**src/rtl/hlfa_pkg.sv**
```systemverilog
// hlfa_pkg: shared types, codes and compare function for the hole list allocator
`timescale 1ns / 1ps
`default_nettype none
package hlfa_pkg;

   localparam int HLF_MAX_HOLES = 64;

   // fit policy codes
   localparam logic [1:0] POL_BEST  = 2'd0;
   localparam logic [1:0] POL_WORST = 2'd1;
   localparam logic [1:0] POL_ADDR  = 2'd2;
   localparam logic [1:0] POL_NONE  = 2'd3;

   // result status codes
   localparam logic [1:0] RSP_DONE = 2'd0;
   localparam logic [1:0] RSP_MISS = 2'd1;
   localparam logic [1:0] RSP_FULL = 2'd2;

   // request function codes
   localparam logic FUNC_RELEASE  = 1'b0;
   localparam logic FUNC_ALLOCATE = 1'b1;

   // datapath commands
   localparam int OP_W = 5;
   localparam logic [OP_W-1:0] OP_IDLE      = 5'd0;
   localparam logic [OP_W-1:0] OP_LOAD      = 5'd1;
   localparam logic [OP_W-1:0] OP_APPEND    = 5'd2;
   localparam logic [OP_W-1:0] OP_SET_FULL  = 5'd3;
   localparam logic [OP_W-1:0] OP_SET_MISS  = 5'd4;
   localparam logic [OP_W-1:0] OP_SORT_INIT = 5'd5;
   localparam logic [OP_W-1:0] OP_SORT_CAR  = 5'd6;
   localparam logic [OP_W-1:0] OP_SORT_CMP  = 5'd7;
   localparam logic [OP_W-1:0] OP_SORT_LAST = 5'd8;
   localparam logic [OP_W-1:0] OP_MRG_INIT  = 5'd9;
   localparam logic [OP_W-1:0] OP_MRG_CAR   = 5'd10;
   localparam logic [OP_W-1:0] OP_MRG_CMP   = 5'd11;
   localparam logic [OP_W-1:0] OP_MRG_LAST  = 5'd12;
   localparam logic [OP_W-1:0] OP_ALC_INIT  = 5'd13;
   localparam logic [OP_W-1:0] OP_ALC_SCAN  = 5'd14;
   localparam logic [OP_W-1:0] OP_ALC_END   = 5'd15;
   localparam logic [OP_W-1:0] OP_SUM_INIT  = 5'd16;
   localparam logic [OP_W-1:0] OP_SUM_SCAN  = 5'd17;
   localparam logic [OP_W-1:0] OP_OUT       = 5'd18;

   typedef struct packed {
      logic        func;
      logic [31:0] block_offset;
      logic [23:0] block_size;
   } req_word_type;

   typedef struct packed {
      logic [1:0]  status;
      logic [31:0] grant_offset;
      logic [31:0] leftover_size;
      logic [6:0]  holes_now;
      logic [31:0] free_space;
   } rsp_word_type;

   typedef struct packed {
      logic [OP_W-1:0] op;
   } dp_cmd_type;

   typedef struct packed {
      logic func;
      logic full;
      logic cnt_zero;
      logic idx_one;
      logic idx_last;
      logic swapped;
      logic pol_sort;
      logic pol_merge;
   } dp_stat_type;

   // true when hole a must stand strictly before hole b
   function automatic logic precedes(input logic [1:0] pol,
                                     input logic [31:0] sa, input logic [31:0] oa,
                                     input logic [31:0] sb, input logic [31:0] ob);
      logic r;
      if (pol == POL_ADDR) begin
         r = (oa != ob) ? (oa < ob) : (sa < sb);
      end else if (sa != sb) begin
         r = (pol == POL_BEST) ? (sa < sb) : (sa > sb);
      end else begin
         r = oa < ob;
      end
      return r;
   endfunction

endpackage
`default_nettype wire

```
**src/rtl/hlfa_ctrl.sv**
```systemverilog
// hlfa_ctrl: sequencer for append, sort passes, merge, allocate scan and sum
`timescale 1ns / 1ps
`default_nettype none
module hlfa_ctrl import hlfa_pkg::*; (
   input  wire logic        clock,
   input  wire logic        reset,
   input  wire logic        req_valid,
   output logic             req_stall,
   output logic             rsp_valid,
   input  wire logic        rsp_stall,
   input  wire dp_stat_type stat,
   output dp_cmd_type       cmd
);

   localparam logic [3:0] S_IDLE      = 4'd0;
   localparam logic [3:0] S_DISP      = 4'd1;
   localparam logic [3:0] S_SORT_INIT = 4'd2;
   localparam logic [3:0] S_SORT_CAR  = 4'd3;
   localparam logic [3:0] S_SORT_CMP  = 4'd4;
   localparam logic [3:0] S_SORT_LAST = 4'd5;
   localparam logic [3:0] S_MRG_INIT  = 4'd6;
   localparam logic [3:0] S_MRG_CAR   = 4'd7;
   localparam logic [3:0] S_MRG_CMP   = 4'd8;
   localparam logic [3:0] S_MRG_LAST  = 4'd9;
   localparam logic [3:0] S_ALC_INIT  = 4'd10;
   localparam logic [3:0] S_ALC_SCAN  = 4'd11;
   localparam logic [3:0] S_ALC_END   = 4'd12;
   localparam logic [3:0] S_SUM_INIT  = 4'd13;
   localparam logic [3:0] S_SUM_SCAN  = 4'd14;
   localparam logic [3:0] S_DONE      = 4'd15;

   logic [3:0] state_ff, state_in;
   logic       rsp_valid_ff, rsp_valid_in;
   logic       out_free;

   assign out_free = !rsp_valid_ff || !rsp_stall;

   always_comb begin
      state_in     = state_ff;
      cmd.op       = OP_IDLE;
      rsp_valid_in = rsp_valid_ff && rsp_stall;
      case (state_ff)
         S_IDLE: begin
            if (req_valid) begin
               cmd.op   = OP_LOAD;
               state_in = S_DISP;
            end
         end
         S_DISP: begin
            if (stat.func == FUNC_RELEASE) begin
               if (stat.full) begin
                  cmd.op   = OP_SET_FULL;
                  state_in = S_SUM_INIT;
               end else begin
                  cmd.op   = OP_APPEND;
                  state_in = (!stat.pol_sort || stat.cnt_zero) ? S_SUM_INIT : S_SORT_INIT;
               end
            end else if (stat.cnt_zero) begin
               cmd.op   = OP_SET_MISS;
               state_in = S_SUM_INIT;
            end else begin
               state_in = S_ALC_INIT;
            end
         end
         S_SORT_INIT: begin
            cmd.op   = OP_SORT_INIT;
            state_in = S_SORT_CAR;
         end
         S_SORT_CAR: begin
            cmd.op   = OP_SORT_CAR;
            state_in = S_SORT_CMP;
         end
         S_SORT_CMP: begin
            cmd.op = OP_SORT_CMP;
            if (stat.idx_one) begin
               state_in = S_SORT_LAST;
            end
         end
         S_SORT_LAST: begin
            cmd.op = OP_SORT_LAST;
            if (stat.swapped) begin
               state_in = S_SORT_INIT;
            end else begin
               state_in = stat.pol_merge ? S_MRG_INIT : S_SUM_INIT;
            end
         end
         S_MRG_INIT: begin
            cmd.op   = OP_MRG_INIT;
            state_in = S_MRG_CAR;
         end
         S_MRG_CAR: begin
            cmd.op   = OP_MRG_CAR;
            state_in = S_MRG_CMP;
         end
         S_MRG_CMP: begin
            cmd.op = OP_MRG_CMP;
            if (stat.idx_last) begin
               state_in = S_MRG_LAST;
            end
         end
         S_MRG_LAST: begin
            cmd.op   = OP_MRG_LAST;
            state_in = S_SUM_INIT;
         end
         S_ALC_INIT: begin
            cmd.op   = OP_ALC_INIT;
            state_in = S_ALC_SCAN;
         end
         S_ALC_SCAN: begin
            cmd.op = OP_ALC_SCAN;
            if (stat.idx_last) begin
               state_in = S_ALC_END;
            end
         end
         S_ALC_END: begin
            cmd.op   = OP_ALC_END;
            state_in = S_SUM_INIT;
         end
         S_SUM_INIT: begin
            cmd.op   = OP_SUM_INIT;
            state_in = stat.cnt_zero ? S_DONE : S_SUM_SCAN;
         end
         S_SUM_SCAN: begin
            cmd.op = OP_SUM_SCAN;
            if (stat.idx_last) begin
               state_in = S_DONE;
            end
         end
         S_DONE: begin
            if (out_free) begin
               cmd.op       = OP_OUT;
               rsp_valid_in = 1'b1;
               state_in     = S_IDLE;
            end
         end
         default: state_in = S_IDLE;
      endcase
   end

   always_ff @(posedge clock) begin
      if (reset) begin
         state_ff     <= S_IDLE;
         rsp_valid_ff <= 1'b0;
      end else begin
         state_ff     <= state_in;
         rsp_valid_ff <= rsp_valid_in;
      end
   end

   assign req_stall = state_ff != S_IDLE;
   assign rsp_valid = rsp_valid_ff;

endmodule
`default_nettype wire

```
**config.mk**
```make
export PLATFORM = sky130hd
export DESIGN_NAME = hlfa_ctrl
export DESIGN_NICKNAME = d
export VERILOG_FILES = /design/src/rtl/hlfa_pkg.sv /design/src/rtl/hlfa_ctrl.sv
export SDC_FILE = /design/constraint.sdc
export NUM_CORES = 1
export LEC_CHECK = 0
export ABC_CLOCK_PERIOD_IN_PS = 2350
export BUFFER_PORTS_ARGS = -buffer_cell sky130_fd_sc_hd__buf_2
export CORE_AREA = 2 2 39 41
export CTS_CLUSTER_SIZE = 30
export DETAILED_ROUTE_END_ITERATION = 10
export DIE_AREA = 0 0 41 43
export MAX_ROUTING_LAYER = met4
export PLACE_DENSITY = 0.68
export SYNTH_ARGS = -nofsm -noshare
export SYNTH_HDL_FRONTEND = slang
export SYNTH_SLANG_ARGS = --single-unit
```
**constraint.sdc**
```tcl
create_clock -name clock -period 2.35 [get_ports clock]
set_input_delay 0.235 -clock clock [delete_from_list [all_inputs] [get_ports clock]]
set_output_delay 0.235 -clock clock [all_outputs]
set_load 0.02 [all_outputs]
```
# Yosys cells after proc, flatten, opt, wreduce, memory -nomap -nowiden
# Index checks and enable logic that the tools add are counted.
[totals]
output_inout_bits = 7
romBits = 0
input_bits = 12
register_bits = 5
latch_bits = 0
ramBits = 0
memories = 0
[op_classes]
shift = 0
multipliers = 0
magnitude_cmp = 0
n_addsub = 0
n_div = 0
n_bitwise = 0
reduce_logical = 10
n_eq_ne = 21
mux = 22
[op_table]
columns = ["operator", "n"]
rows = [
  ["case mux 5 bit (16 select lines)", 1],
  ["case mux 4 bit (15 select lines)", 1],
  ["two-way mux 4 bit", 11],
  ["== test 4 bit (second input constant)", 8],
  ["== test 4 x 3 -> 1 bit (second input constant)", 4],
  ["!= test 2 bit (second input constant)", 6],
  ["two-way mux 5 bit", 2],
  ["== test 4 x 2 -> 1 bit (second input constant)", 2],
  ["two-way mux 3 bit", 2],
  ["AND reduction 6 bit", 1],
  ["two-way mux 1 bit", 5],
  ["== test 4 x 1 -> 1 bit (second input constant)", 1],
  ["zero test 4 bit", 1],
  ["nonzero test 4 bit", 1],
  ["zero test 1 bit", 3],
  ["logical OR 1 bit", 2],
  ["OR reduction 2 bit", 1],
  ["logical AND 1 bit", 1],
]

# Longest topological paths before layout
[logic_depth]
word_depth = 6
ltp_mapped = 6
depth_no_buf = 4

# Worst setup path before layout
# OpenSTA, ideal clock, no wires.
[synth_path]
kind = "reg-to-output"
startpoint = "reg state_ff[0]"
endpoint = "out cmd[0] (netlist bit)"
path_stages_with_launch = 5
setup_slack_ps = 887
path_buffers = 1
required_time_ps = 2115
arrival_ps = 1228
path_cell_list = "dfxtp_1 -> buf_2 -> or2_4 -> nand2b_1 -> o22a_1"
[synth_rtl]
columns = ["element", "line_no", "source"]
rows = [
  ["from (decl)", "hlfa_ctrl.sv:32", "logic [3:0] state_ff, state_in;"],
  ["from (signal assigned)", "hlfa_ctrl.sv:145", "state_ff <= state_in;"],
  ["to (decl)", "hlfa_ctrl.sv:12", "output dp_cmd_type cmd"],
]

==> reports/summary.md <==
For the worst-case setup slack after placement, the log shows 0.5750 ns. The via count of the first global-routing pass was 540. The number of antenna diodes in the final layout is 0. Counting cells, the worst reg-to-reg path comes to 4.

Once the clock tree was built, the resizer swapped 0 gates to a different size. Capture instance of the worst register-to-register path: state_ff[2]. In the post-synthesis netlist, the biggest area contributors are sky130_fd_sc_hd__dfxtp_1, sky130_fd_sc_hd__o32ai_4, sky130_fd_sc_hd__buf_6. Setup total negative slack on the finished layout was measured at 0 ns. In this run the worst setup path terminates at cmd[0]. In this run, the number of DRC markers left after iteration 0 of detailed routing was 16.

In the final routed layout, each cell accounts on average for 13.69 um. At the worst endpoint, the arrival time is 1.70 ns. During synthesis, Yosys emitted a total of 0 warnings. Counting flops with a built-in enable in the synthesized netlist gives 0. The final-report setup violation count was 0; the peak supply drop was 0.4767 mV. Leaving out filler cells and counting taps, the final layout contains 102.

For the half-perimeter wire length after detailed placement, the log shows 963.7 um. Counting every instance in the synthesized netlist gives 70. CTS H-tree depth: 1.

After clock tree synthesis, the flow added hold-fix buffers numbering 0. The most used flip-flop cell after synthesis is sky130_fd_sc_hd__dfxtp_1. By startpoint and endpoint, the worst setup path is classified as register to output port. The total instance count after detailed placement is 98. The tool flagged a number of max-cap violations equal to 0. Layout overhead on the synthesized area: 17.35%. The synthesized area per cell works out to 7.829 um^2. The run gives 0 as the number of antenna violations at the first check in global routing. The tools report the number of hold violations in the final report as 0. Headroom to the max-slew limit came out at 59.65%. The share of layout cells above drive strength 1 was 32.56%; the wire length reported by the detailed router was 1396 um. sky130_fd_sc_hd__dfxtp_1 takes more of the synthesized area than any other cell. The unique cell type count in the Yosys netlist is 36, and the fill cell instance count of the final layout is 155. The final worst setup slack came out at 0.4121 ns. The hold path depth came out at 2. The run finished with clean final reports. The run gives 100.1 um^2 as the area of all sequential standard cells. The footprint of the multi-input gates is 391.6 um^2, and the total via count after detailed routing is 574.

The slack of the worst reg-to-reg path is 0.54 ns, and the number of remaining DRC errors is 0. Global routing used 19.82% of the available tracks across all layers. Counting every net in the synthesized netlist gives 82.

After clock tree synthesis, the clock-pin slew on the worst setup and hold paths is 0.04 ns. Setup repair after global routing left no endpoint under its margin. The maximum fanout along the worst path was 16; the maximum clock path buffer count was 2. The number of buffers inserted by port buffering was 18; the total CTS buffers was 3.

The tools report the placer congestion estimate as 0.7632. STA classifies the critical path startpoint as a register. The die area is 0.001763 mm^2, and the leakage power is 0.2631 nW. Summing the sequential cell areas from Yosys gives 18.26% of the chip area.

The transition time at the pin with the least slew margin works out to 0.6044 ns. Of the post-synthesis cell area, the dominant cell type holds 18.26%. The total count of max-transition violations in the final report is 0, and the final period demand of the worst path is 1.938 ns. The most critical setup path has its startpoint at state_ff[2]. Number of top-level pins: 19. The tools report the reg-to-reg critical path startpoint as state_ff[2]. The count of state elements after synthesis is 5. Type of the worst min-delay path: input port to register. Number of nets in the finished design: 99. The number of buffers added for setup after CTS came out at 0.

The initial utilization of the core area, before any placement, comes to 39.60%. The final critical path takes up 82.46% of the cycle. The via density per instance works out to 5.627. The logs give 17 for the pin count of the biggest net entering global routing and 0.001384 mm^2 for the core footprint.

TritonCTS built the clock tree. Dividing total power by cell area gives a power density of 980.8 mW/mm^2. Measured along the y axis, the die boundary spans 43 um. The logs give 643.1 um^2 for the finished layout cell area and 0.25 ns for the worst-skew pair later-pin latency.

After synthesis, the most frequently instantiated cells are sky130_fd_sc_hd__nand2_1, sky130_fd_sc_hd__nor2_1, sky130_fd_sc_hd__dfxtp_1. The worst setup path is captured at an output port. In this run the horizontal extent of the chip is 41 um. The synthesized netlist occupies a cell area of 548.0 um^2. In this run the core area contains 14 standard-cell rows. The overflow left after global routing was 0.

The root buffer cell chosen for the clock tree is sky130_fd_sc_hd__clkbuf_4. The logs give 2.12 ns for the required time of the critical path and 5 for the number of detailed-route iterations in the first pass. For this run, asynchronously set or reset flops after synthesis account for 0%. The first global-routing pass estimated 2242 um of wire.

The final clock skew was 0.001926 ns; the total placed instance area was 616.8 um^2. For this run, the top clock speed supported by timing is 516.0 MHz. Once detail routing completed, the nets flagged for antenna violations numbered 0.

Clock tree synthesis found a total of 5 sinks.
-- metrics by stage --
step / hold WS (ns) / power [mW] / util [%]
floorplan: 0.2996 / 0.4575 / -
global placement: 0.4756 / 0.5224 / 44.57
detailed placement: 0.4703 / 0.5246 / 44.57
CTS: 0.2111 / 0.6326 / 46.47
global route: 0.2147 / 0.6747 / 46.47
finish: 0.2156 / 0.6307 / 46.47
-- power breakdown --
part	total (mW)	internal, mW	switching (mW)
sequential	0.171	0.103	0.0681
combinational	0.358	0.165	0.193
clock	0.101	0.0643	0.0371
-- placed cells by master, fill, tap and decap left out, types with 2 or more instances in the layout --
| cell type | synthesis | routed |
|---|---|---|
| sky130_fd_sc_hd__a21oi_1 | 3 | 3 |
| sky130_fd_sc_hd__inv_1 | 4 | 4 |
| sky130_fd_sc_hd__a211o_1 | 2 | 2 |
| sky130_fd_sc_hd__o21a_1 | 2 | 2 |
| sky130_fd_sc_hd__nor2_1 | 6 | 6 |
| sky130_fd_sc_hd__nand2b_1 | 2 | 2 |
| sky130_fd_sc_hd__nand3_1 | 2 | 2 |
| sky130_fd_sc_hd__nand2_1 | 6 | 6 |
| sky130_fd_sc_hd__o211ai_1 | 3 | 3 |
| sky130_fd_sc_hd__buf_2 | 3 | 18 |
| sky130_fd_sc_hd__dfxtp_1 | 5 | 5 |
| sky130_fd_sc_hd__clkbuf_4 | 0 | 3 |
| sky130_fd_sc_hd__nor3_1 | 4 | 4 |
| sky130_fd_sc_hd__o21ai_0 | 4 | 4 |
-- layer usage --
metal	track usage, %	wire length, um	part of all wire [%]	up-vias
met1	22.68	613	44	256
met4	14.00	34	2.4	0
met2	29.69	679	49	24
li1	-	-	-	290
met3	3.141	68	4.9	4
met5	-	0	0	-
-- worst min-delay path by stage --
stage / start / to
floorplan: reset / state_ff[0]
global placement: reset / state_ff[0]
detailed placement: reset / state_ff[0]
CTS: reset / state_ff[0]
global route: reset / state_ff[0]
finish: reset / state_ff[0]
-- worst max-delay path, cell delays in order (launching register included) --
cell and delay (ns):
sky130_fd_sc_hd__dfxtp_1 0.70, sky130_fd_sc_hd__nor2_1 0.20, sky130_fd_sc_hd__nor4bb_1 0.18, sky130_fd_sc_hd__o22a_1 0.22, sky130_fd_sc_hd__buf_2 0.16
-- area by class of cell --
cell class	instances	share of cell area, %
Multi-Input combinational cell	55	60.89
Timing Repair Buffer	18	14.01
Clock buffer	4	4.086
Tap cell	16	3.113
Inverter	4	2.335
Sequential cell	5	15.56
-- state kept, by name, indices dropped and copies added (netlist names) --
signal     cells
state_ff       4
rsp_valid      1
-- cells by family after synthesis --
kind of cell | after synthesis | synth area share [%]
DFF | 5 | 18.27
AOI/OAI and AO/OA | 23 | 35.16
muxes | 2 | 4.565
and+or+nand+nor | 28 | 28.54
buffers and inverters | 10 | 10.27
xor gates and xnor gates | 2 | 3.197
(Power assumes the default switching activity.)
