### src/rtl/hlfa_pkg.sv
// hlfa_pkg: shared types, codes and compare function for the hole list allocator
`timescale 1ns / 1ps
`default_nettype none
package hlfa_pkg;

   localparam int HLF_MAX_HOLES = 64;

   // fit policy codes
   localparam logic [1:0] POL_BEST  = 2'd0;
   localparam logic [1:0] POL_WORST = 2'd1;
   localparam logic [1:0] POL_ADDR  = 2'd2;
   localparam logic [1:0] POL_NONE  = 2'd3;

   // result status codes
   localparam logic [1:0] RSP_DONE = 2'd0;
   localparam logic [1:0] RSP_MISS = 2'd1;
   localparam logic [1:0] RSP_FULL = 2'd2;

   // request function codes
   localparam logic FUNC_RELEASE  = 1'b0;
   localparam logic FUNC_ALLOCATE = 1'b1;

   // datapath commands
   localparam int OP_W = 5;
   localparam logic [OP_W-1:0] OP_IDLE      = 5'd0;
   localparam logic [OP_W-1:0] OP_LOAD      = 5'd1;
   localparam logic [OP_W-1:0] OP_APPEND    = 5'd2;
   localparam logic [OP_W-1:0] OP_SET_FULL  = 5'd3;
   localparam logic [OP_W-1:0] OP_SET_MISS  = 5'd4;
   localparam logic [OP_W-1:0] OP_SORT_INIT = 5'd5;
   localparam logic [OP_W-1:0] OP_SORT_CAR  = 5'd6;
   localparam logic [OP_W-1:0] OP_SORT_CMP  = 5'd7;
   localparam logic [OP_W-1:0] OP_SORT_LAST = 5'd8;
   localparam logic [OP_W-1:0] OP_MRG_INIT  = 5'd9;
   localparam logic [OP_W-1:0] OP_MRG_CAR   = 5'd10;
   localparam logic [OP_W-1:0] OP_MRG_CMP   = 5'd11;
   localparam logic [OP_W-1:0] OP_MRG_LAST  = 5'd12;
   localparam logic [OP_W-1:0] OP_ALC_INIT  = 5'd13;
   localparam logic [OP_W-1:0] OP_ALC_SCAN  = 5'd14;
   localparam logic [OP_W-1:0] OP_ALC_END   = 5'd15;
   localparam logic [OP_W-1:0] OP_SUM_INIT  = 5'd16;
   localparam logic [OP_W-1:0] OP_SUM_SCAN  = 5'd17;
   localparam logic [OP_W-1:0] OP_OUT       = 5'd18;

   typedef struct packed {
      logic        func;
      logic [31:0] block_offset;
      logic [23:0] block_size;
   } req_word_type;

   typedef struct packed {
      logic [1:0]  status;
      logic [31:0] grant_offset;
      logic [31:0] leftover_size;
      logic [6:0]  holes_now;
      logic [31:0] free_space;
   } rsp_word_type;

   typedef struct packed {
      logic [OP_W-1:0] op;
   } dp_cmd_type;

   typedef struct packed {
      logic func;
      logic full;
      logic cnt_zero;
      logic idx_one;
      logic idx_last;
      logic swapped;
      logic pol_sort;
      logic pol_merge;
   } dp_stat_type;

   // true when hole a must stand strictly before hole b
   function automatic logic precedes(input logic [1:0] pol,
                                     input logic [31:0] sa, input logic [31:0] oa,
                                     input logic [31:0] sb, input logic [31:0] ob);
      logic r;
      if (pol == POL_ADDR) begin
         r = (oa != ob) ? (oa < ob) : (sa < sb);
      end else if (sa != sb) begin
         r = (pol == POL_BEST) ? (sa < sb) : (sa > sb);
      end else begin
         r = oa < ob;
      end
      return r;
   endfunction

endpackage
`default_nettype wire

### src/rtl/hlfa_dp.sv
// hlfa_dp: hole table memory, carry registers, scan counters and result register
`timescale 1ns / 1ps
`default_nettype none
module hlfa_dp import hlfa_pkg::*; #(
   parameter int MAX_HOLES = HLF_MAX_HOLES
) (
   input  wire logic         clock,
   input  wire logic         reset,
   input  wire logic         csr_we,
   input  wire logic [1:0]   csr_wdata,
   input  wire req_word_type req_word,
   input  wire dp_cmd_type   cmd,
   output dp_stat_type       stat,
   output rsp_word_type      rsp_word
);

   localparam int IW = (MAX_HOLES > 1) ? $clog2(MAX_HOLES) : 1;
   localparam int CW = $clog2(MAX_HOLES + 1);

   logic [31:0] hole_off_mem  [MAX_HOLES];
   logic [31:0] hole_size_mem [MAX_HOLES];

   logic [1:0]    policy_ff, policy_in;
   logic [CW-1:0] cnt_ff, cnt_in;
   logic [IW-1:0] idx_ff, idx_in;
   logic [IW-1:0] wr_ff, wr_in;
   logic          swapped_ff, swapped_in;
   logic          found_ff, found_in;
   logic [31:0]   car_off_ff, car_off_in;
   logic [31:0]   car_size_ff, car_size_in;
   logic [31:0]   rd_off_ff, rd_size_ff;
   req_word_type  req_ff, req_in;
   logic [1:0]    code_ff, code_in;
   logic [31:0]   grant_ff, grant_in;
   logic [31:0]   left_ff, left_in;
   logic [31:0]   acc_ff, acc_in;
   rsp_word_type  rsp_ff, rsp_in;

   logic          we;
   logic [IW-1:0] wa, ra;
   logic [31:0]   wd_off, wd_size;
   logic [CW-1:0] cnt_m1;
   logic [CW:0]   idx_p1;
   logic [31:0]   req_size32;
   logic [32:0]   end_sum, mrg_sum, acc_sum;

   assign cnt_m1     = cnt_ff - 1'b1;
   assign idx_p1     = {{(CW + 1 - IW){1'b0}}, idx_ff} + 1'b1;
   assign req_size32 = {8'd0, req_ff.block_size};
   assign end_sum    = {1'b0, car_off_ff} + {1'b0, car_size_ff};
   assign mrg_sum    = {1'b0, car_size_ff} + {1'b0, rd_size_ff};
   assign acc_sum    = {1'b0, acc_ff} + {1'b0, rd_size_ff};

   always_comb begin
      policy_in   = policy_ff;
      cnt_in      = cnt_ff;
      idx_in      = idx_ff;
      wr_in       = wr_ff;
      swapped_in  = swapped_ff;
      found_in    = found_ff;
      car_off_in  = car_off_ff;
      car_size_in = car_size_ff;
      req_in      = req_ff;
      code_in     = code_ff;
      grant_in    = grant_ff;
      left_in     = left_ff;
      acc_in      = acc_ff;
      rsp_in      = rsp_ff;
      we          = 1'b0;
      wa          = idx_ff;
      wd_off      = car_off_ff;
      wd_size     = car_size_ff;
      ra          = idx_ff + 1'b1;
      if (csr_we) begin
         policy_in = csr_wdata;
      end
      case (cmd.op)
         OP_LOAD: begin
            req_in   = req_word;
            code_in  = RSP_DONE;
            grant_in = '0;
            left_in  = '0;
         end
         OP_APPEND: begin
            we      = 1'b1;
            wa      = cnt_ff[IW-1:0];
            wd_off  = req_ff.block_offset;
            wd_size = req_size32;
            cnt_in  = cnt_ff + 1'b1;
         end
         OP_SET_FULL: code_in = RSP_FULL;
         OP_SET_MISS: code_in = RSP_MISS;
         OP_SORT_INIT: begin
            idx_in     = cnt_m1[IW-1:0];
            ra         = cnt_m1[IW-1:0];
            swapped_in = 1'b0;
         end
         OP_SORT_CAR: begin
            car_off_in  = rd_off_ff;
            car_size_in = rd_size_ff;
            ra          = idx_ff - 1'b1;
         end
         OP_SORT_CMP: begin
            // carry bubbles toward the front while it precedes its neighbor
            we = 1'b1;
            wa = idx_ff;
            if (precedes(policy_ff, car_size_ff, car_off_ff, rd_size_ff, rd_off_ff)) begin
               wd_off     = rd_off_ff;
               wd_size    = rd_size_ff;
               swapped_in = 1'b1;
            end else begin
               car_off_in  = rd_off_ff;
               car_size_in = rd_size_ff;
            end
            idx_in = idx_ff - 1'b1;
            ra     = idx_ff - 2'd2;
         end
         OP_SORT_LAST: begin
            we = 1'b1;
            wa = '0;
         end
         OP_MRG_INIT: begin
            idx_in = '0;
            wr_in  = '0;
            ra     = '0;
         end
         OP_MRG_CAR: begin
            car_off_in  = rd_off_ff;
            car_size_in = rd_size_ff;
            idx_in      = IW'(1);
            ra          = IW'(1);
         end
         OP_MRG_CMP: begin
            if (end_sum == {1'b0, rd_off_ff}) begin
               car_size_in = mrg_sum[32] ? 32'hFFFF_FFFF : mrg_sum[31:0];
            end else begin
               we          = 1'b1;
               wa          = wr_ff;
               wr_in       = wr_ff + 1'b1;
               car_off_in  = rd_off_ff;
               car_size_in = rd_size_ff;
            end
            idx_in = idx_ff + 1'b1;
         end
         OP_MRG_LAST: begin
            we     = 1'b1;
            wa     = wr_ff;
            cnt_in = CW'({1'b0, wr_ff} + 1'b1);
         end
         OP_ALC_INIT: begin
            idx_in   = '0;
            found_in = 1'b0;
            ra       = '0;
         end
         OP_ALC_SCAN: begin
            // first fit is taken, entries behind it slide down one place
            if (!found_ff && (rd_size_ff >= req_size32)) begin
               found_in = 1'b1;
               grant_in = rd_off_ff;
               left_in  = rd_size_ff - req_size32;
            end else if (found_ff) begin
               we      = 1'b1;
               wa      = idx_ff - 1'b1;
               wd_off  = rd_off_ff;
               wd_size = rd_size_ff;
            end
            idx_in = idx_ff + 1'b1;
         end
         OP_ALC_END: begin
            if (!found_ff) begin
               code_in = RSP_MISS;
            end else if (left_ff != '0) begin
               we      = 1'b1;
               wa      = cnt_m1[IW-1:0];
               wd_off  = grant_ff + req_size32;
               wd_size = left_ff;
            end else begin
               cnt_in = cnt_m1;
            end
         end
         OP_SUM_INIT: begin
            idx_in = '0;
            acc_in = '0;
            ra     = '0;
         end
         OP_SUM_SCAN: begin
            acc_in = acc_sum[32] ? 32'hFFFF_FFFF : acc_sum[31:0];
            idx_in = idx_ff + 1'b1;
         end
         OP_OUT: begin
            rsp_in.status        = code_ff;
            rsp_in.grant_offset  = grant_ff;
            rsp_in.leftover_size = left_ff;
            rsp_in.holes_now     = 7'(cnt_ff);
            rsp_in.free_space    = acc_ff;
         end
         default: ;
      endcase
   end

   always_ff @(posedge clock) begin
      if (we) begin
         hole_off_mem[wa]  <= wd_off;
         hole_size_mem[wa] <= wd_size;
      end
      rd_off_ff  <= hole_off_mem[ra];
      rd_size_ff <= hole_size_mem[ra];
   end

   always_ff @(posedge clock) begin
      if (reset) begin
         policy_ff <= POL_BEST;
         cnt_ff    <= '0;
      end else begin
         policy_ff <= policy_in;
         cnt_ff    <= cnt_in;
      end
      idx_ff      <= idx_in;
      wr_ff       <= wr_in;
      swapped_ff  <= swapped_in;
      found_ff    <= found_in;
      car_off_ff  <= car_off_in;
      car_size_ff <= car_size_in;
      req_ff      <= req_in;
      code_ff     <= code_in;
      grant_ff    <= grant_in;
      left_ff     <= left_in;
      acc_ff      <= acc_in;
      rsp_ff      <= rsp_in;
   end

   always_comb begin
      stat.func      = req_ff.func;
      stat.full      = cnt_ff == CW'(MAX_HOLES);
      stat.cnt_zero  = cnt_ff == '0;
      stat.idx_one   = idx_ff == IW'(1);
      stat.idx_last  = idx_p1 == {1'b0, cnt_ff};
      stat.swapped   = swapped_ff;
      stat.pol_sort  = policy_ff != POL_NONE;
      stat.pol_merge = policy_ff == POL_ADDR;
   end

   assign rsp_word = rsp_ff;

endmodule
`default_nettype wire

### config.mk
export PLATFORM = sky130hd
export DESIGN_NAME = hlfa_dp
export DESIGN_NICKNAME = d
export VERILOG_FILES = /design/src/rtl/hlfa_pkg.sv /design/src/rtl/hlfa_dp.sv
export SDC_FILE = /design/constraint.sdc
export NUM_CORES = 2
export LEC_CHECK = 0
export BUFFER_PORTS_ARGS = -buffer_cell sky130_fd_sc_hd__clkbuf_2
export CELL_PAD_IN_SITES_DETAIL_PLACEMENT = 0
export CELL_PAD_IN_SITES_GLOBAL_PLACEMENT = 1
export CORE_ASPECT_RATIO = 0.5
export CORE_UTILIZATION = 55
export CTS_BUF_LIST = sky130_fd_sc_hd__clkbuf_8
export DETAILED_ROUTE_END_ITERATION = 8
export HOLD_SLACK_MARGIN = 0.06
export PLACE_DENSITY = 0.88
export SYNTH_ARGS = -nofsm -noshare
export SYNTH_HDL_FRONTEND = slang
export SYNTH_SLANG_ARGS = --single-unit
### constraint.sdc
create_clock -name clock -period 20 [get_ports clock]
set_input_delay 1 -clock clock [delete_from_list [all_inputs] [get_ports clock]]
set_output_delay 1 -clock clock [all_outputs]
set_load 0.005 [all_outputs]
-- Word-level counts from Yosys, hierarchy flattened
Memory sizes are Yosys's and may differ from the RTL's. A register that Yosys moved wholly into a read port is not among the register bits.
Cells that the tools add are included.
- multiplexer cells: 57
- equality and inequality tests: 33
- bitwise gates (word level): 0
- div/mod/pow operators: 0
- $mul: 0
- shift operators: 0
- $add $sub $neg: 13
- magnitude comparators: 4
- reductions and logical operators: 26
- operators by type and width (kind ; count):
    32-bit 2-to-1 mux ; 18
    32-bit case mux with 4 select lines ; 2
    32-bit case mux with 2 select lines ; 3
    32-bit case mux with 3 select lines ; 2
    32-bit by 32-bit adder with 33-bit output ; 3
    32-bit less-than comparator ; 2
    32-bit inequality test ; 2
    6-bit case mux with 5 select lines ; 2
    5-bit by 4-bit equality test with 1-bit output, second input constant ; 8
    6-bit 2-to-1 mux ; 6
    6-bit case mux with 6 select lines ; 1
    33-bit by 32-bit equality test with 1-bit output ; 1
    32-bit by 24-bit adder with 32-bit output ; 1
    32-bit by 24-bit >= comparator with 1-bit output ; 1
    32-bit > comparator ; 1
    32-bit nonzero test ; 1
    32-bit by 24-bit subtractor with 32-bit output ; 1
    7-bit case mux with 3 select lines ; 1
    5-bit by 3-bit equality test with 1-bit output, second input constant ; 4
    2-bit inequality test, second input constant ; 8
    5-bit equality test, second input constant ; 3
    6-bit by 1-bit adder with 7-bit output, second input constant ; 2
    1-bit 2-to-1 mux ; 14
    7-bit 2-to-1 mux ; 2
    other kinds (29) ; 44
- memory bits (writable): 4096
- input port bits: 67
- bits in read-only memories: 0
- flip-flop bits (word level): 347
- latch bits: 0
- output and inout port bits: 113
- logic and storage cells: 155
- memories: 2
- memories (name ; depth ; bits a word ; rd ports ; clocked after memory_dff ; wr ports ; RTL line ; source):
    hole_off_mem ; 64 ; 32 ; 1 ; 1 ; 1 ; hlfa_dp.sv:20 ; logic [31:0] hole_off_mem [MAX_HOLES];
    hole_size_mem ; 64 ; 32 ; 1 ; 1 ; 1 ; hlfa_dp.sv:21 ; logic [31:0] hole_size_mem [MAX_HOLES];

-- Longest topological paths before layout
- depth in word-level cells: 7
- depth in mapped cells: 19
- depth with buffers taken out: 15

-- Worst setup path after synthesis
No wires, ideal clock.
- path kind: reg-to-reg
- start: register car_size_ff[0]
- end: memory hole_off_mem[28][0] (enable)
- slack: 9367 ps
- required time: 19355 ps
- period minus slack after synthesis: 10633 ps
- library setup time: 645 ps
- buffers on the path: 3
- cell stages (with the launch flop): 19
- arrival time: 9988 ps
- path through: edfxtp_1 > ha_1 > inv_1 > fa_1 > nor2b_1 > o31a_1 > o41ai_2 > o211ai_2 > a31oi_1 > xor2_1 > a211o_1 > or4_1 > buf_2 > or2_1 > buf_6 > o311ai_2 > buf_2 > nand3_1 > nor4_1
- cells in the longest elaborated chain, start to end: 6
- elaborated cells between the ends (all ways): 8
- classes of those cells: add/sub (1); eq/ne (1); mux (6)
- ends and longest elaborated chain (what ; RTL line ; source):
    from (decl) ; hlfa_dp.sv:30 ; logic [31:0] car_size_ff, car_size_in;
    from (signal assigned) ; hlfa_dp.sv:223 ; car_size_ff <= car_size_in;
    32-bit by 32-bit adder with 33-bit output * ; hlfa_dp.sv:50 ; assign end_sum = {1'b0, car_off_ff} + {1'b0, car_size_ff};
    33-bit by 32-bit equality test with 1-bit output * ; hlfa_dp.sv:134 ; if (end_sum == {1'b0, rd_off_ff}) begin
    1-bit 2-to-1 mux ; hlfa_dp.sv:134 ;
    1-bit case mux with 4 select lines ; hlfa_dp.sv:77 ; case (cmd.op)
    1-bit 2-to-1 mux ; hlfa_dp.sv:202 ; if (we) begin
    1-bit 2-to-1 mux (not written as such) ; hlfa_dp.sv:203 ; hole_off_mem[wa] <= wd_off;
    to (decl) ; hlfa_dp.sv:20 ;
Every way passes the cells marked *; elsewhere a longest branch is shown, timed or not.

-- Worst setup path after layout
- start: register rd_off_ff[13] (read register of hole_off_mem)
- end: memory hole_size_mem[5][0] (enable)
- cells in the longest elaborated chain, start to end: 5
- elaborated cells between the ends (all ways): 7
- classes of those cells: eq/ne (1); mux (6)
- ends and longest elaborated chain (what ; RTL line ; source):
    from (decl) ; hlfa_dp.sv:31 ; logic [31:0] rd_off_ff, rd_size_ff;
    33-bit by 32-bit equality test with 1-bit output * ; hlfa_dp.sv:134 ;
    1-bit 2-to-1 mux ; hlfa_dp.sv:134 ;
    1-bit case mux with 4 select lines ; hlfa_dp.sv:77 ;
    1-bit 2-to-1 mux ; hlfa_dp.sv:202 ;
    1-bit 2-to-1 mux (not written as such) ; hlfa_dp.sv:204 ; hole_size_mem[wa] <= wd_size;
    to (decl) ; hlfa_dp.sv:21 ;
Marks and branches as above.

==> impl_metrics.json <==
{
  "status": "finished with violations",
  "violations": "max-capacitance violations, max-slew violations",
  "cp.depth": 13,
  "critPathCaptureType": "flop",
  "drt_iter0_drc": 20460,
  "cts_tree": "built",
  "fp.dieArea_um2": 345500,
  "start_util": 0.5550,
  "syn_area_um2": 188600,
  "async_flop_share": 0,
  "grt_overflow": 0,
  "synth-seq-area-share": 0.7136,
  "cp_num_buf_inv": 1,
  "fmax_mhz": 128.0,
  "synth_edf_count": 4434,
  "die_h_um": 416.1,
  "final.fill_count": 25020,
  "drc": 0,
  "io_buffers": 179,
  "grt_usage": 0.3275,
  "finalCriticalPeriod_ps": 7815,
  "syn_nets": 14190,
  "via_per_inst": 6.609,
  "irDropWorstVdd_mv": 0.06696,
  "yosys_most_used_dff": "edfxtp_1",
  "critPathKind": "flop to flop",
  "worstMarginPinSlew_ps": 1566,
  "synth_common_cells": "edfxtp_1, nand2_1, a211oi_1, clkbuf_1, and2_1",
  "yosysTopAreaCell": "edfxtp_1",
  "wl_per_cell_um": 30.54,
  "place_congestion": 0.9399,
  "finalMaxSlewViolations": 9,
  "startpoint": "rd_off_ff[13]",
  "synth_top_area_frac": 0.7059,
  "max_stage_delay_ps": 1130,
  "synth.most_common_cell": "edfxtp_1",
  "rows": 151,
  "worst-path-max-fanout": 44,
  "clk_pin_slew_ps": 70,
  "arrival_ps": 8530,
  "max_cap_violations": 2,
  "drt-total-wl_mm": 583.3,
  "cp_cell_sequence": "xor2_1 > nor3_1 > a2111oi_2 > nand3_1 > a2111oi_1 > nand4_1 > nor4_1 > nand4_1 > or2_1 > o311ai_2 > nand4_1 > nor2_4 > buf_4",
  "r2r-start": "rd_off_ff[13]",
  "cts_resized": 0,
  "rr_worst_depth": 13,
  "max_slew_margin": -0.05063,
  "fin_crit_sh": 0.3907,
  "finalPower_mw": 21.56,
  "synth_cell_types": 95,
  "cts.sink_count": 4507,
  "cts-root-buf": "clkbuf_8",
  "hold_path_class": "primary input to flop",
  "synth_area_leaders": "edfxtp_1, a211oi_1, nand2_1",
  "vias": 126200,
  "syn_area_per_cell_um2": 13.57,
  "synthCells": 13900,
  "grt_setup_unrepaired": "no",
  "drive_above_1_share": 0.09992,
  "htreeDepth": 6,
  "setup_violations": 0,
  "cpMaxStageDelayCell": "dfxtp_1",
  "grt_pass1_vias": 118400,
  "io_pins": 180,
  "fin_skew_ps": 69.68,
  "grt_max_degree": 175,
  "p_leak_nw": 67.47,
  "ys_seq_elements": 4507,
  "core_area_um2": 339900,
  "fin_tns_setup_ps": 0,
  "worst_path_dominant_cell_family": "simple AND/OR/NAND/NOR gates",
  "min_from": "csr_wdata[0]",
  "cts_made_buffers": 625,
  "drtPass1Iterations": 8,
  "min_path_cells": 3,
  "nets": 14390,
  "clkLatencyLatePin_ps": 1130,
  "grt_pass1_wl_mm": 825.5,
  "antenna_found_initial": 45,
  "power_density_nw_per_um2": 104.1,
  "die_w_um": 830.2,
  "ant_nets": 0,
  "cts_buffer_depth": 4,
  "areaGrowthSynthToFinish_pct": 9.774,
  "hold_viol_final": 0,
  "crit_top_cell": "nand4_1",
  "dp_hpwl_mm": 340.4,
  "worstSetupStartpointType": "flop",
  "cp.required_ps": 20720,
  "ys_warn_count": 0
}
## kinds of logic (layout without fill, tap and decap cells)
group / count (synthesis) / count (layout) / share of synthesized area
multiplexers: 32 / 32 / 0.001725
AND/OR/NAND/NOR: 3973 / 3973 / 0.09683
adder cells (fa/ha/maj): 223 / 223 / 0.01499
other: 0 / 7 / 0
flip-flops: 4507 / 4507 / 0.7136
XOR/XNOR: 172 / 172 / 0.007986
buffers and inverters: 1190 / 1872 / 0.02395
AO/OA/AOI/OAI: 3803 / 3803 / 0.1409
## worst register-to-register path, cell delays in order, from the launching register on
cell       delay [ps]
dfxtp_1          1130
xor2_1            370
nor3_1            120
a2111oi_2         350
nand3_1           170
a2111oi_1         380
nand4_1           150
nor4_1            350
nand4_1           490
or2_1             520
o311ai_2          690
nand4_1           590
nor2_4           1130
buf_4             920
## state kept, by name, indices dropped and copies added, names as in the netlist, 32 cells and up
name           count
acc_ff            32
car_off_ff        32
car_size_ff       32
grant_ff          32
hole_off_mem    2048
hole_size_mem   2048
left_ff           32
rd_off_ff         32
rd_size_ff        32
req_ff            56
rsp_word         105
## final timing paths
kind | endpoint | slack (ps)
worst min register to register | rsp_word[104] | 420
worst max register to register | hole_size_mem[5][0] | 12190
worst min-delay path | policy_ff[0] | 150
worst max-delay path | hole_size_mem[5][0] | 12190
## routing by layer
layer | GRT usage | part of all wire
met1 | 0.4677 | 0.38
met2 | 0.4768 | 0.43
met3 | 0.08061 | 0.13
met4 | 0.1548 | 0.053
met5 | 0 | 0.00047
## layout by cell type (no fill, tap or decap), types with 26 or more instances in the layout
cell / count
a21o_1: 55
clkinv_2: 47
nor2b_1: 28
o21a_1: 26
a31oi_1: 528
dlygate4sd3_1: 57
o21ai_0: 146
mux2i_1: 28
a21oi_1: 739
a222oi_1: 30
nor2_1: 297
a211oi_1: 1490
a311oi_1: 513
dfxtp_1: 73
xnor2_1: 103
xor2_1: 69
nor2_4: 52
nand4_1: 44
and2_0: 253
clkbuf_2: 179
nand2b_1: 30
and2_1: 789
nand2_1: 2246
clkinv_1: 117
edfxtp_1: 4434
ha_1: 218
o211ai_1: 31
nor3_1: 49
clkbuf_8: 658
buf_4: 332
inv_1: 419
nand3_1: 54
## layout make-up
class,count,area (µm²),area share
well taps,4513,5647,0.02727
clock inverters,452,2193,0.01059
diodes,7,17.52,0.00008460
multi-input cells,8203,50540,0.2441
flip-flops and latches,4507,134600,0.6501
clock buffers,658,9056,0.04374
repair buffers,588,4354,0.02103
inverters,174,653.1,0.003154
## per-stage QoR
| step | setup WS [ps] | cell area (µm²) | std cells | util | hold WS [ps] |
|---|---|---|---|---|---|
| 6_report | 12190 | 207100 | 19100 | 0.6092 | 154.0 |
| 5_1_grt | 12000 | 207100 | 19100 | 0.6092 | 135.1 |
| 4_1_cts | 12440 | 207000 | 19100 | 0.6092 | 71.58 |
| 3_5_place_dp | 12170 | 195200 | 17930 | 0.5744 | 406.3 |
| 3_3_place_gp | 11540 | 195200 | 17930 | 0.5743 | 410.5 |
| 2_1_floorplan | 9367 | 188600 | 13900 | - | 400.3 |
## timing repair
item / in CTS / in global routing
hold buffers: 57 / 0
setup endpoints to repair: 0 / 0
buffers inserted: 0 / 0
hold endpoints to repair: 57 / 0
## power breakdown
group          switching [mW]  internal [mW]
logic                    2.77           1.11
registers               0.355           10.6
clock network            3.53           3.17
total                    6.65           14.9
Power figures use the tool's default switching activity.
